## src/rtl/core/frls_pkg.sv

```systemverilog
`timescale 1ns / 1ps
`default_nettype none
// ----------------------------------------------------------------------------
// frls_pkg: shared types and constants of the flash record log store
// Request modes, result kinds and the classified command passed from the
// front end to the back end.
// ----------------------------------------------------------------------------
package frls_pkg;

  localparam int unsigned KeyW   = 16;
  localparam int unsigned ValueW = 32;
  localparam int unsigned SlotW  = 8;

  localparam logic [KeyW-1:0] EMPTY_KEY = 16'hFFFF;

  typedef enum logic [1:0] {
    MODE_CLEAR = 2'd0,
    MODE_SCAN  = 2'd1,
    MODE_GET   = 2'd2,
    MODE_SET   = 2'd3
  } mode_e;

  typedef enum logic [1:0] {
    KIND_ACK     = 2'd0,
    KIND_READ    = 2'd1,
    KIND_ERASE   = 2'd2,
    KIND_PROGRAM = 2'd3
  } kind_e;

  typedef struct packed {
    mode_e             mode;
    logic              in_range;  // key below the number of cached keys
    logic              empty;     // key is the empty record marker
    logic [KeyW-1:0]   key;
    logic [ValueW-1:0] value;
  } cmd_t;

endpackage
`default_nettype wire

```

## src/rtl/core/frls_req_if.sv

```systemverilog
`timescale 1ns / 1ps
`default_nettype none
// ----------------------------------------------------------------------------
// frls_req_if: request channel of the flash record log store
// Valid/ready handshake carrying mode, key and value.
// ----------------------------------------------------------------------------
interface frls_req_if;
  logic               valid;
  logic               ready;
  logic        [1:0]  mode;
  logic        [15:0] key;
  logic signed [31:0] value;

  modport source (output valid, output mode, output key, output value, input ready);
  modport sink   (input valid, input mode, input key, input value, output ready);
endinterface
`default_nettype wire

```

## src/rtl/core/frls_rsp_if.sv

```systemverilog
`timescale 1ns / 1ps
`default_nettype none
// ----------------------------------------------------------------------------
// frls_rsp_if: result channel of the flash record log store
// Valid/ready handshake carrying one acknowledge, read or flash command.
// ----------------------------------------------------------------------------
interface frls_rsp_if;
  logic               valid;
  logic               ready;
  logic        [1:0]  kind;
  logic        [7:0]  record_slot;
  logic        [15:0] record_key;
  logic signed [31:0] data;
  logic               last;

  modport source (output valid, output kind, output record_slot, output record_key,
                  output data, output last, input ready);
  modport sink   (input valid, input kind, input record_slot, input record_key,
                  input data, input last, output ready);
endinterface
`default_nettype wire

```

## src/rtl/core/frls_front.sv

```systemverilog
`timescale 1ns / 1ps
`default_nettype none
// ----------------------------------------------------------------------------
// frls_front: request intake and classification
// Decodes each request (mode, key range, empty marker) and holds it in a
// two-entry queue until the back end takes it.
// ----------------------------------------------------------------------------
module frls_front import frls_pkg::*; #(
  parameter int unsigned NUM_KEYS = 16
) (
  input  wire logic   clk_i,
  input  wire logic   rst_ni,
  frls_req_if.sink    req_i,
  output cmd_t        cmd_o,
  output logic        cmd_valid_o,
  input  wire logic   cmd_pop_i
);

  localparam int unsigned Depth = 2;

  cmd_t       fifo_q [Depth];
  logic       wr_ptr_q, rd_ptr_q;
  logic [1:0] cnt_q;
  logic       push, pop;
  cmd_t       cmd_in;

  always_comb begin
    cmd_in.mode     = mode_e'(req_i.mode);
    cmd_in.in_range = (req_i.key < KeyW'(NUM_KEYS));
    cmd_in.empty    = (req_i.key == EMPTY_KEY);
    cmd_in.key      = req_i.key;
    cmd_in.value    = req_i.value;
  end

  assign req_i.ready = (cnt_q != 2'(Depth));
  assign push        = req_i.valid && req_i.ready;
  assign cmd_valid_o = (cnt_q != 2'd0);
  assign pop         = cmd_pop_i && cmd_valid_o;
  assign cmd_o       = fifo_q[rd_ptr_q];

  always_ff @(posedge clk_i or negedge rst_ni) begin
    if (!rst_ni) begin
      wr_ptr_q <= 1'b0;
      rd_ptr_q <= 1'b0;
      cnt_q    <= 2'd0;
    end else begin
      if (push) wr_ptr_q <= ~wr_ptr_q;
      if (pop)  rd_ptr_q <= ~rd_ptr_q;
      if (push && !pop)      cnt_q <= cnt_q + 2'd1;
      else if (pop && !push) cnt_q <= cnt_q - 2'd1;
    end
  end

  always_ff @(posedge clk_i) begin
    if (push) fifo_q[wr_ptr_q] <= cmd_in;
  end

  a_cnt_bound: assert property (@(posedge clk_i) disable iff (!rst_ni)
    cnt_q <= 2'(Depth)) else $error("queue count beyond depth");
  a_cnt_up: assert property (@(posedge clk_i) disable iff (!rst_ni)
    (push && !pop) |=> cnt_q == $past(cnt_q) + 2'd1) else $error("push lost");
  a_cnt_down: assert property (@(posedge clk_i) disable iff (!rst_ni)
    (pop && !push) |=> cnt_q == $past(cnt_q) - 2'd1) else $error("pop lost");

endmodule
`default_nettype wire

```

## src/rtl/core/frls_back.sv

```systemverilog
`timescale 1ns / 1ps
`default_nettype none
// ----------------------------------------------------------------------------
// frls_back: command execution
// Holds the value cache, log pointer and scan flag; runs one command at a
// time and walks the cache for compaction when the log is full.
// ----------------------------------------------------------------------------
module frls_back import frls_pkg::*; #(
  parameter int unsigned NUM_KEYS    = 16,
  parameter int unsigned LOG_RECORDS = 170
) (
  input  wire logic   clk_i,
  input  wire logic   rst_ni,
  input  wire cmd_t   cmd_i,
  input  wire logic   cmd_valid_i,
  output logic        cmd_pop_o,
  frls_rsp_if.source  rsp_o
);

  localparam int unsigned KidxW = (NUM_KEYS > 1) ? $clog2(NUM_KEYS) : 1;

  typedef enum logic [1:0] {
    ST_IDLE,
    ST_EXEC,
    ST_CRD,
    ST_CWR
  } state_e;

  state_e              state_q, state_d;
  cmd_t                cmd_q, cmd_d;
  logic [KidxW-1:0]    k_q, k_d;
  logic [SlotW-1:0]    ptr_q, ptr_d;
  logic                ended_q, ended_d;
  logic [NUM_KEYS-1:0] vld_q, vld_d;

  logic                out_valid_q, out_valid_d;
  kind_e               out_kind_q, out_kind_d;
  logic [SlotW-1:0]    out_slot_q, out_slot_d;
  logic [KeyW-1:0]     out_key_q, out_key_d;
  logic [ValueW-1:0]   out_data_q, out_data_d;
  logic                out_last_q, out_last_d;

  logic [ValueW-1:0]   mem_q [NUM_KEYS];
  logic [ValueW-1:0]   rd_data_q;
  logic                mem_re, mem_we;
  logic [KidxW-1:0]    mem_raddr;
  logic [KidxW-1:0]    cmd_idx;
  logic [ValueW-1:0]   cur;
  logic                out_free;
  logic                k_last;

  assign cmd_idx  = cmd_q.key[KidxW-1:0];
  assign out_free = !out_valid_q || rsp_o.ready;
  assign k_last   = (k_q == KidxW'(NUM_KEYS - 1));

  always_comb begin
    state_d     = state_q;
    cmd_d       = cmd_q;
    k_d         = k_q;
    ptr_d       = ptr_q;
    ended_d     = ended_q;
    vld_d       = vld_q;
    out_valid_d = out_valid_q && !rsp_o.ready;
    out_kind_d  = out_kind_q;
    out_slot_d  = out_slot_q;
    out_key_d   = out_key_q;
    out_data_d  = out_data_q;
    out_last_d  = out_last_q;
    cmd_pop_o   = 1'b0;
    mem_re      = 1'b0;
    mem_we      = 1'b0;
    mem_raddr   = cmd_i.key[KidxW-1:0];
    cur         = vld_q[cmd_idx] ? rd_data_q : '0;

    case (state_q)
      ST_IDLE: begin
        if (cmd_valid_i) begin
          cmd_pop_o = 1'b1;
          mem_re    = 1'b1;
          cmd_d     = cmd_i;
          state_d   = ST_EXEC;
        end
      end

      ST_EXEC: begin
        if (out_free) begin
          out_valid_d = 1'b1;
          out_kind_d  = KIND_ACK;
          out_slot_d  = '0;
          out_key_d   = '0;
          out_data_d  = '0;
          out_last_d  = 1'b1;
          state_d     = ST_IDLE;
          case (cmd_q.mode)
            MODE_CLEAR: begin
              vld_d   = '0;
              ptr_d   = '0;
              ended_d = 1'b0;
            end
            MODE_SCAN: begin
              if (!ended_q && ptr_q < SlotW'(LOG_RECORDS)) begin
                if (cmd_q.empty) begin
                  ended_d = 1'b1;
                end else begin
                  ptr_d = ptr_q + 1'b1;
                  if (cmd_q.in_range) begin
                    mem_we         = 1'b1;
                    vld_d[cmd_idx] = 1'b1;
                  end
                end
              end
            end
            MODE_GET: begin
              out_kind_d = KIND_READ;
              out_data_d = cmd_q.in_range ? cur : '0;
            end
            MODE_SET: begin
              if (cmd_q.in_range && cur != cmd_q.value) begin
                mem_we         = 1'b1;
                vld_d[cmd_idx] = 1'b1;
                if (ptr_q >= SlotW'(LOG_RECORDS)) begin
                  // log full: erase, then rewrite every key
                  out_kind_d = KIND_ERASE;
                  out_last_d = 1'b0;
                  k_d        = '0;
                  state_d    = ST_CRD;
                end else begin
                  out_kind_d = KIND_PROGRAM;
                  out_slot_d = ptr_q;
                  out_key_d  = cmd_q.key;
                  out_data_d = cmd_q.value;
                  ptr_d      = ptr_q + 1'b1;
                end
              end
            end
            default: ;
          endcase
        end
      end

      ST_CRD: begin
        mem_re    = 1'b1;
        mem_raddr = k_q;
        state_d   = ST_CWR;
      end

      ST_CWR: begin
        if (out_free) begin
          out_valid_d = 1'b1;
          out_kind_d  = KIND_PROGRAM;
          out_slot_d  = SlotW'(k_q);
          out_key_d   = KeyW'(k_q);
          out_data_d  = vld_q[k_q] ? rd_data_q : '0;
          out_last_d  = k_last;
          if (k_last) begin
            ptr_d   = SlotW'(NUM_KEYS);
            state_d = ST_IDLE;
          end else begin
            k_d     = k_q + 1'b1;
            state_d = ST_CRD;
          end
        end
      end

      default: state_d = ST_IDLE;
    endcase
  end

  always_ff @(posedge clk_i or negedge rst_ni) begin
    if (!rst_ni) begin
      state_q     <= ST_IDLE;
      k_q         <= '0;
      ptr_q       <= '0;
      ended_q     <= 1'b0;
      vld_q       <= '0;
      out_valid_q <= 1'b0;
    end else begin
      state_q     <= state_d;
      k_q         <= k_d;
      ptr_q       <= ptr_d;
      ended_q     <= ended_d;
      vld_q       <= vld_d;
      out_valid_q <= out_valid_d;
    end
  end

  always_ff @(posedge clk_i) begin
    cmd_q      <= cmd_d;
    out_kind_q <= out_kind_d;
    out_slot_q <= out_slot_d;
    out_key_q  <= out_key_d;
    out_data_q <= out_data_d;
    out_last_q <= out_last_d;
  end

  // value cache
  always_ff @(posedge clk_i) begin
    if (mem_we) mem_q[cmd_idx] <= cmd_q.value;
    if (mem_re) rd_data_q <= mem_q[mem_raddr];
  end

  assign rsp_o.valid       = out_valid_q;
  assign rsp_o.kind        = out_kind_q;
  assign rsp_o.record_slot = out_slot_q;
  assign rsp_o.record_key  = out_key_q;
  assign rsp_o.data        = out_data_q;
  assign rsp_o.last        = out_last_q;

  a_ptr_bound: assert property (@(posedge clk_i) disable iff (!rst_ni)
    ptr_q <= SlotW'(LOG_RECORDS)) else $error("log pointer past end of page");
  a_compact_ptr: assert property (@(posedge clk_i) disable iff (!rst_ni)
    (state_q == ST_CWR && out_free && k_last) |=> ptr_q == SlotW'(NUM_KEYS))
    else $error("pointer not reset after compaction");
  a_erase_not_last: assert property (@(posedge clk_i) disable iff (!rst_ni)
    (rsp_o.valid && out_kind_q == KIND_ERASE) |-> !rsp_o.last)
    else $error("erase closed a request");
  a_ended_sticky: assert property (@(posedge clk_i) disable iff (!rst_ni)
    (ended_q && !(state_q == ST_EXEC && cmd_q.mode == MODE_CLEAR)) |=> ended_q)
    else $error("scan end flag dropped without clear");

endmodule
`default_nettype wire

```

## src/rtl/core/flash_record_log_store.sv

```systemverilog
`timescale 1ns / 1ps
`default_nettype none
// ----------------------------------------------------------------------------
// flash_record_log_store: key/value cache over an append-only flash log
// Issues erase and program-record commands for a one-page record log.
// ----------------------------------------------------------------------------
// Requests enter a two-entry queue and are executed one at a time. Clear,
// scan, get and set each pass a cache read, then update and result; the back
// end takes no new request until the current result is registered, and it
// stalls while the result register is held by the channel. A set that finds
// the log full runs compaction: an erase result, then one program result per
// key, each needing its own cache read. The cache comes out of reset cleared
// by per-key valid bits, so no clearing pass follows reset. Flash unlock,
// programming and busy polling are left to the downstream consumer.
module flash_record_log_store import frls_pkg::*; #(
  parameter int unsigned NUM_KEYS    = 16,
  parameter int unsigned LOG_RECORDS = 170
) (
  input  wire logic   clk_i,
  input  wire logic   rst_ni,
  frls_req_if.sink    req_i,
  frls_rsp_if.source  rsp_o
);

  cmd_t cmd;
  logic cmd_valid;
  logic cmd_pop;

  frls_front #(
    .NUM_KEYS (NUM_KEYS)
  ) u_front (
    .clk_i       (clk_i),
    .rst_ni      (rst_ni),
    .req_i       (req_i),
    .cmd_o       (cmd),
    .cmd_valid_o (cmd_valid),
    .cmd_pop_i   (cmd_pop)
  );

  frls_back #(
    .NUM_KEYS    (NUM_KEYS),
    .LOG_RECORDS (LOG_RECORDS)
  ) u_back (
    .clk_i       (clk_i),
    .rst_ni      (rst_ni),
    .cmd_i       (cmd),
    .cmd_valid_i (cmd_valid),
    .cmd_pop_o   (cmd_pop),
    .rsp_o       (rsp_o)
  );

endmodule
`default_nettype wire
```

## src/flat_wrapper.sv

```systemverilog
// flat-port wrapper written by rule: the top's interface ports become plain ports
module flash_record_log_store_flat import frls_pkg::*;
#(
  parameter int unsigned NUM_KEYS    = 16,
  parameter int unsigned LOG_RECORDS = 170
)
  (clk_i, rst_ni, req_i_valid, req_i_mode, req_i_key, req_i_value, req_i_ready, rsp_o_valid, rsp_o_kind, rsp_o_record_slot, rsp_o_record_key, rsp_o_data, rsp_o_last, rsp_o_ready);
  frls_req_if req_i_i ();
  frls_rsp_if rsp_o_i ();
  input  wire logic clk_i;
  input  wire logic rst_ni;
  input wire logic [$bits(req_i_i.valid)-1:0] req_i_valid;
  input wire logic [$bits(req_i_i.mode)-1:0] req_i_mode;
  input wire logic [$bits(req_i_i.key)-1:0] req_i_key;
  input wire logic [$bits(req_i_i.value)-1:0] req_i_value;
  output wire logic [$bits(req_i_i.ready)-1:0] req_i_ready;
  output wire logic [$bits(rsp_o_i.valid)-1:0] rsp_o_valid;
  output wire logic [$bits(rsp_o_i.kind)-1:0] rsp_o_kind;
  output wire logic [$bits(rsp_o_i.record_slot)-1:0] rsp_o_record_slot;
  output wire logic [$bits(rsp_o_i.record_key)-1:0] rsp_o_record_key;
  output wire logic [$bits(rsp_o_i.data)-1:0] rsp_o_data;
  output wire logic [$bits(rsp_o_i.last)-1:0] rsp_o_last;
  input wire logic [$bits(rsp_o_i.ready)-1:0] rsp_o_ready;
  assign req_i_i.valid = req_i_valid;
  assign req_i_i.mode = req_i_mode;
  assign req_i_i.key = req_i_key;
  assign req_i_i.value = req_i_value;
  assign req_i_ready = req_i_i.ready;
  assign rsp_o_valid = rsp_o_i.valid;
  assign rsp_o_kind = rsp_o_i.kind;
  assign rsp_o_record_slot = rsp_o_i.record_slot;
  assign rsp_o_record_key = rsp_o_i.record_key;
  assign rsp_o_data = rsp_o_i.data;
  assign rsp_o_last = rsp_o_i.last;
  assign rsp_o_i.ready = rsp_o_ready;
  flash_record_log_store #(.NUM_KEYS(NUM_KEYS), .LOG_RECORDS(LOG_RECORDS)) u_core (.clk_i(clk_i), .rst_ni(rst_ni), .req_i(req_i_i), .rsp_o(rsp_o_i));
endmodule
```

## config.mk

```make
export PLATFORM = sky130hd
export DESIGN_NAME = flash_record_log_store_flat
export DESIGN_NICKNAME = d
export VERILOG_FILES = /design/src/rtl/core/frls_pkg.sv /design/src/rtl/core/frls_req_if.sv /design/src/rtl/core/frls_rsp_if.sv /design/src/rtl/core/frls_front.sv /design/src/rtl/core/frls_back.sv /design/src/rtl/core/flash_record_log_store.sv /design/src/flat_wrapper.sv
export SDC_FILE = /design/constraint.sdc
export NUM_CORES = 1
export LEC_CHECK = 0
export BUFFER_PORTS_ARGS = -buffer_cell sky130_fd_sc_hd__buf_2
export CAP_MARGIN = 20
export CORE_MARGIN = 3
export CORE_UTILIZATION = 60
export CTS_CLUSTER_DIAMETER = 50
export DETAILED_ROUTE_END_ITERATION = 6
export GPL_ROUTABILITY_DRIVEN = 1
export PLACE_DENSITY = 0.78
export REMOVE_ABC_BUFFERS = 1
export SLEW_MARGIN = 20
export SYNTH_ARGS = -nofsm -noshare
export SYNTH_HDL_FRONTEND = slang
export SYNTH_SLANG_ARGS = --single-unit
export TNS_END_PERCENT = 20
```

## constraint.sdc

```tcl
create_clock -name clk_i -period 10.88 [get_ports clk_i]
set_clock_uncertainty 0.15 [all_clocks]
set_input_delay 1.632 -clock clk_i [delete_from_list [all_inputs] [get_ports clk_i]]
set_output_delay 1.632 -clock clk_i [all_outputs]
set_load 0.05 [all_outputs]
```

==> results_dict.tcl, run 1 <==
set metrics [dict create \
    power_mw 9.75 \
    placementRows 82 \
    post_synth_main_area_contributors "sky130_fd_sc_hd__edfxtp_1 73%, sky130_fd_sc_hd__mux4_2 9.8%, sky130_fd_sc_hd__dfrtp_1 2.9%" \
    residual_drc 0 \
    crit_path_end_kind "register" \
    route.antenna.remaining_nets 0 \
    vdd.ir_drop.worst_mv 0.242 \
    hold_path_class "register to register" \
    die_area_um2 54700 \
    dominant_combinational_cell_family_by_area_after_synthesis "multiplexers" \
    place_congestion 0.813 \
    mean_area_per_synthesized_cell_um2 19.7 \
    initial_utilization_pct 61.4 \
    coreArea_um2 50700 \
    min-delay-start "u_core.u_back.vld_q[7]" \
    dp_cells 2328 \
    crit_path_max_fanout 65 \
    postSynth.topFlopCell "sky130_fd_sc_hd__edfxtp_1" \
    worstReg2RegStart "u_core.u_front.rd_ptr_q" \
    detail_route.wl_per_cell_um 27.6 \
    cts_hold_buffers_added 0 \
    clkSinkCount 795 \
    cts.path.max_buffers 3 \
    top_layer "met4" \
    postCtsResizedCells 0 \
    timing.setup.tns_ns 0 \
    ioPinCount 115 \
    first_pass_grt_wire_length_um 103000 \
    tightestPinTransition_ns 1.04 \
    status "finished, final reports clean" \
    synthCells 1584 \
    cts.reportedPaths.clkPinSlew_ns 0.06 \
    cp.required_ns 11.04 \
    grt.overflow.total 0 \
    fin_util_pct 69.8 \
    drive_above_1_share_pct 27.5 \
    syn_to_final_growth_pct 13.6 \
    postPlaceCellArea_um2 32800 \
    hold_viol_final 0 \
    insertedDiodeCount 0 \
    root_buffer "sky130_fd_sc_hd__clkbuf_16" \
    share_of_async_settable_or_async_resettable_flops_after_synthesis_pct 4.53 \
    dr_wl_met3_um 5800 \
    routed-wl-met2_um 33200 \
    hold-path-endpoint "u_core.u_back.vld_q[7]" \
    dp_hpwl_um 38900 \
    maximum_level_of_the_cts_h_tree 3 \
    vias 16200 \
    post-route-period-util_pct 46.3 \
    synthesized_area_fraction_occupied_by_ao_oa_aoi_and_oai_cells_pct 4.85 \
    path_class "register to register" \
    worstSkewPairLatency_ns 0.62 \
    synth-edff-count 759 \
    cts_tree "built" \
    dieWidth_um 234 \
    synthTopCellsByCount "759 x sky130_fd_sc_hd__edfxtp_1, 136 x sky130_fd_sc_hd__mux4_2, 55 x sky130_fd_sc_hd__mux2_2, 55 x sky130_fd_sc_hd__nor2_1, 47 x sky130_fd_sc_hd__clkbuf_1" \
    max-cap-violations 0 \
    drtPass1Iterations 5 \
    drv_slew 0 \
    worstHoldPathCells 1 \
    powerDensity_nw_per_um2 276 \
    finish.cell_count_without_fillers 2474 \
    routed_via_density 6.56 \
    fp.dieH_um 234 \
    grt_usage_pct 25.8 \
    synth_top_cell_by_area "sky130_fd_sc_hd__edfxtp_1" \
    buffer_ports.inserted 114 \
    synthesis.yosys.warnings 0 \
    worst_r2r_endpoint "u_core.u_back.rd_data_q[12]" \
    mappedNetlistArea_um2 31100 \
    cts.repair_timing.setup_buffer_count 0 \
    register_bit_total_from_synthesis 795 \
    tritoncts.num_buffers 82 \
    post_synth_xor_area_fraction_pct 0.591 \
    max_clock_freq_mhz 198 \
    non_filler_cell_area_final_um2 35400 \
    synth_sequential_area_ratio_pct 76.1 \
    worstSetupStartpointType "register" \
    critical_path_arrival_ns 5.20 \
    yosysTopAreaCellShare_pct 73.2 \
    detailed_routing_wirelength_on_met1_um 26600 \
    post-synth-top-count-cell "sky130_fd_sc_hd__edfxtp_1" \
    synth_cell_type_count 61 \
    setup_viol 0 \
    yosys.area_share.adder_pct 0.161 \
    synthSimpleGateAreaFrac_pct 3.88 \
    timing.max_slew.rel_slack_pct 30.4 \
    finalNetCount 1798 \
    worst-r2r-setup-slack_ns 5.84 \
    first_global_vias 16800 \
    pre_cts_slack_ns 5.87 \
    grt_setup_unrepaired "no" \
    timing.final.crit_period_ns 5.04 \
    post-route-worst-setup-slack_ns 5.84 \
    antenna_found_initial 0 \
    timing.hold.ws_ns 0.371 \
    grt_max_degree 89 \
    first_iter_violations 1685 \
    static_power_due_to_leakage_nw 11.7 \
    postRouteWirelength_um 68200 \
    synth.area.mux_share_pct 13.1 \
    timing.reg2reg.worst_path_depth 9 \
]
## worst max-delay path by stage
stage                                   from                          end  depth (start not counted)
finish               u_core.u_front.rd_ptr_q  u_core.u_back.rd_data_q[12]                          9
global route         u_core.u_front.rd_ptr_q  u_core.u_back.rd_data_q[12]                          9
CTS                  u_core.u_front.rd_ptr_q  u_core.u_back.rd_data_q[12]                          9
detailed placement   u_core.u_front.rd_ptr_q   u_core.u_back.rd_data_q[9]                          9
global placement    u_core.u_back.cmd_idx[0]    u_core.u_back.mem_q[9][1]                          9
floorplan            u_core.u_front.rd_ptr_q   u_core.u_back.rd_data_q[0]                          6
## critical path, stage by stage (launching register included)
cell and delay (ns):
sky130_fd_sc_hd__dfrtp_2 0.73, sky130_fd_sc_hd__buf_4 0.61, sky130_fd_sc_hd__mux2_2 0.44, sky130_fd_sc_hd__mux2i_4 0.13, sky130_fd_sc_hd__buf_4 0.73, sky130_fd_sc_hd__buf_4 0.86, sky130_fd_sc_hd__mux4_2 0.40, sky130_fd_sc_hd__nor2b_1 0.14
sky130_fd_sc_hd__a211oi_1 0.30, sky130_fd_sc_hd__a21oi_1 0.09
## routing by layer
metal	vias to the layer above	global-route usage [%]
met4	0	9.62
met2	860	41.1
li1	6812	-
met5	-	0
met3	169	5.39
met1	8384	36.0
## flip-flops by register name, indices dropped and copies added (netlist names), 4 cells and up
register and flops:
u_core.u_back.rsp_o.record_slot 8, u_core.u_back.vld_q 16, u_core.u_back.k_q 4, u_core.u_back.rsp_o.record_key 16, u_core.u_back.cmd_q 48, u_core.u_back.ptr_q 8, u_core.u_back.mem_q 512, u_core.u_back.rd_data_q 32
u_core.u_front.fifo_q 104, u_core.u_back.cmd_idx 4, u_core.u_back.rsp_o.data 32
## kinds of logic after synthesis
kind of cell	after synthesis
DFF	795
and+or+nand+nor	231
muxes	230
AOI/OAI and AO/OA	210
buffers and inverters	93
xor gates and xnor gates	21
adders and majority gates	4
## where the power goes
part / switching [mW] / total (mW) / internal [mW]
logic: 1.66 / 2.80 / 1.14
registers: 0.341 / 4.24 / 3.90
clock network: 1.13 / 2.71 / 1.58
total: 3.13 / 9.75 / 6.62
## area by class of cell
class / count / area, um2
flip-flops and latches: 795 / 23700
clock inverters: 42 / 350
clock buffers: 104 / 2240
fillers: 3048 / 15300
repair buffers: 156 / 978
well taps: 672 / 841
inverters: 9 / 35.0
multi-input cells: 696 / 7220
## layout by cell type, fill, tap and decap left out, drive strengths merged, types with 15 or more instances in the layout
cell,instances
mux4,136
nor2b,33
nor3,35
o21ai,15
buf,156
clkinv,30
mux2i,38
nor2,56
xnor2,19
a31oi,16
and2,17
dfrtp,36
nand2,31
a22o,45
mux2,56
o31ai,15
clkbuf,104
a21oi,41
edfxtp,759
a211oi,32
No activity file was read; power rests on OpenSTA's default activity.
==> inputs of run 2 (changes only) <==
Settings changed: CORE_UTILIZATION 60 to 55, PLACE_DENSITY 0.78 to 0.75.
Clock period 10.88 ns to 4.15 ns, I/O delays scaled along.
==> results_dict.tcl, run 2 (synthesis results as in run 1) <==
set metrics [dict create \
    root_buffer "sky130_fd_sc_hd__clkbuf_16" \
    worstSkewPairLatency_ns 0.63 \
    worstReg2RegStart "u_core.u_back.cmd_idx[0]" \
    cts_tree "built" \
    fillerInstances 3652 \
    drtPass1Iterations 5 \
    cp.required_ns 4.30 \
    registers.top_by_ff_count "u_core.u_back.mem_q" \
    first_iter_violations 1971 \
    timing.final.crit_period_ns 3.96 \
    first_pass_grt_wire_length_um 107000 \
    tritoncts.num_buffers 83 \
    max_stage_delay_on_crit_path_ns 0.59 \
    crit_path_end_kind "register" \
    multi_input_logic_area_um2 7220 \
    powerDensity_nw_per_um2 726 \
    largest_reg_flops 512 \
    most_common_cell_after_layout_fill_and_taps_aside "sky130_fd_sc_hd__edfxtp_1" \
    worstHoldPathCells 1 \
    sequential_cell_area_um2 23700 \
    max-cap-violations 0 \
    largestRegisters "u_core.u_back.mem_q: 512 flops, u_core.u_front.fifo_q: 104 flops, u_core.u_back.cmd_q: 48 flops" \
    worst_path_dominant_cell_family "buffers and inverters" \
    worstPathCellList "mux4_2, mux2i_4, o22a_2, buf_4, o22ai_1, nand4_1, nor4_4, buf_4, o32a_1, buf_4, nor4_2, buf_6" \
    timing.hold.ws_ns 0.0347 \
    drv_slew 0 \
    cts.path.max_buffers 3 \
    path_class "register to register" \
    ioPinCount 115 \
    worstSetupStartpointType "register" \
    coreArea_um2 55500 \
    grt_max_degree 78 \
    timing.max_slew.rel_slack_pct 30.7 \
    first_global_vias 17000 \
    worst_r2r_endpoint "u_core.u_back.mem_q[7][18]" \
    hold_path_class "primary input to register" \
    status "finished, final reports clean" \
    timing.setup.tns_ns 0 \
    cts.reportedPaths.clkPinSlew_ns 0.06 \
    hold-path-endpoint "u_core.u_front.fifo_q[1][23]" \
    maximum_level_of_the_cts_h_tree 3 \
    vias 16400 \
    antenna_found_initial 1 \
    die_area_um2 59500 \
    residual_drc 0 \
    fp.dieH_um 244 \
    buffer_ports.inserted 114 \
    max_clock_freq_mhz 253 \
    route.antenna.remaining_nets 0 \
    postRouteWirelength_um 70900 \
    dieWidth_um 244 \
    min-delay-start "req_i_value[23]" \
    drive_above_1_share_pct 29.9 \
    tightestPinTransition_ns 1.04 \
    critical_path_arrival_ns 4.10 \
    hold_viol_final 0 \
    clkSinkCount 795 \
    path_buf_inv 4 \
    static_power_due_to_leakage_nw 12.1 \
    routed_via_density 6.30 \
    critical_path.slowest_cell "sky130_fd_sc_hd__mux4_2" \
    vdd.ir_drop.worst_mv 0.561 \
    initial_utilization_pct 56.1 \
    post-route-period-util_pct 95.3 \
    timing.reg2reg.worst_path_depth 12 \
    dp_hpwl_um 41600 \
    worst-r2r-setup-slack_ns 0.19 \
    insertedDiodeCount 0 \
    finalNetCount 1846 \
    place_congestion 0.863 \
    placementRows 86 \
    detail_route.wl_per_cell_um 27.3 \
    grt.overflow.total 0 \
    crit_top_cell "sky130_fd_sc_hd__buf_4" \
    grt_usage_pct 24.1 \
    setup_viol 0 \
    grt_setup_unrepaired "no" \
    syn_to_final_growth_pct 16.2 \
    layout_common_cells "759 x sky130_fd_sc_hd__edfxtp_1, 136 x sky130_fd_sc_hd__mux4_2, 114 x sky130_fd_sc_hd__buf_2" \
    crit_path_max_fanout 23 \
]
## run 2: worst max path at each step
stage | startpoint | slack (ns) | end | cells past startpoint
6_report | u_core.u_back.cmd_idx[0] | 0.19 | u_core.u_back.mem_q[7][18] | 12
3_5_place_dp | u_core.u_back.cmd_idx[0] | -0.0002 | u_core.u_back.mem_q[7][23] | 12
2_1_floorplan | u_core.u_front.rd_ptr_q | -11.13 | u_core.u_back.rd_data_q[0] | 6
4_1_cts | u_core.u_back.cmd_idx[0] | 0.07 | u_core.u_back.mem_q[7][18] | 12
5_1_grt | u_core.u_back.cmd_idx[0] | 0.06 | u_core.u_back.mem_q[7][18] | 12
3_3_place_gp | u_core.u_back.cmd_idx[0] | 0.05 | u_core.u_back.rsp_o.record_key[2] | 11
## run 2: final cells by class
cell class,count,share of cell area [%]
Clock buffer,96,5.99
Clock inverter,53,1.64
Inverter,9,0.0968
Multi-Input combinational cell,696,20.0
Sequential cell,795,65.5
Tap cell,748,2.59
Timing Repair Buffer,203,4.22
## run 2: timing repair
action / 4_1_cts / 5_1_grt
hold endpoints to repair: 40 / 0
resized for setup: 1 / 1
endpoints found under the setup margin: 4 / 234
buffers inserted: 0 / 0
hold buffers: 3 / 0
## run 2: through the flow
step	cells	area (um2)	utilization, %	setup slack, ns	total power, mW
after detailed placement	2448	33400	60.1	-0.000164	19.0
after global placement	2447	33400	60.1	0.0509	18.8
after CTS	2600	36200	65.1	0.0732	26.4
after floorplan	1500	30800	-	-11.13	15.4
final	2600	36200	65.2	0.193	26.3
after global routing	2600	36200	65.2	0.0589	27.3
## run 2: routing by layer
metal  track usage (%)  part of all wire (%)  vias up  wire (um)
met5                 0                     0        -          0
met3              4.54                   8.6      131       6110
met2              39.7                    50      889      35400
li1                  -                     -     6907          -
met4              6.88                   2.5        0       1770
met1              33.6                    39     8448      27600
## run 2: power by group
part / switching, mW / internal (mW) / leakage, nW / total, mW
sequential: 0.836 / 10.2 / 7.40 / 11.1
combinational: 4.53 / 3.21 / 3.35 / 7.74
clock: 3.06 / 4.40 / 1.35 / 7.46
total: 8.43 / 17.8 / 12.1 / 26.3
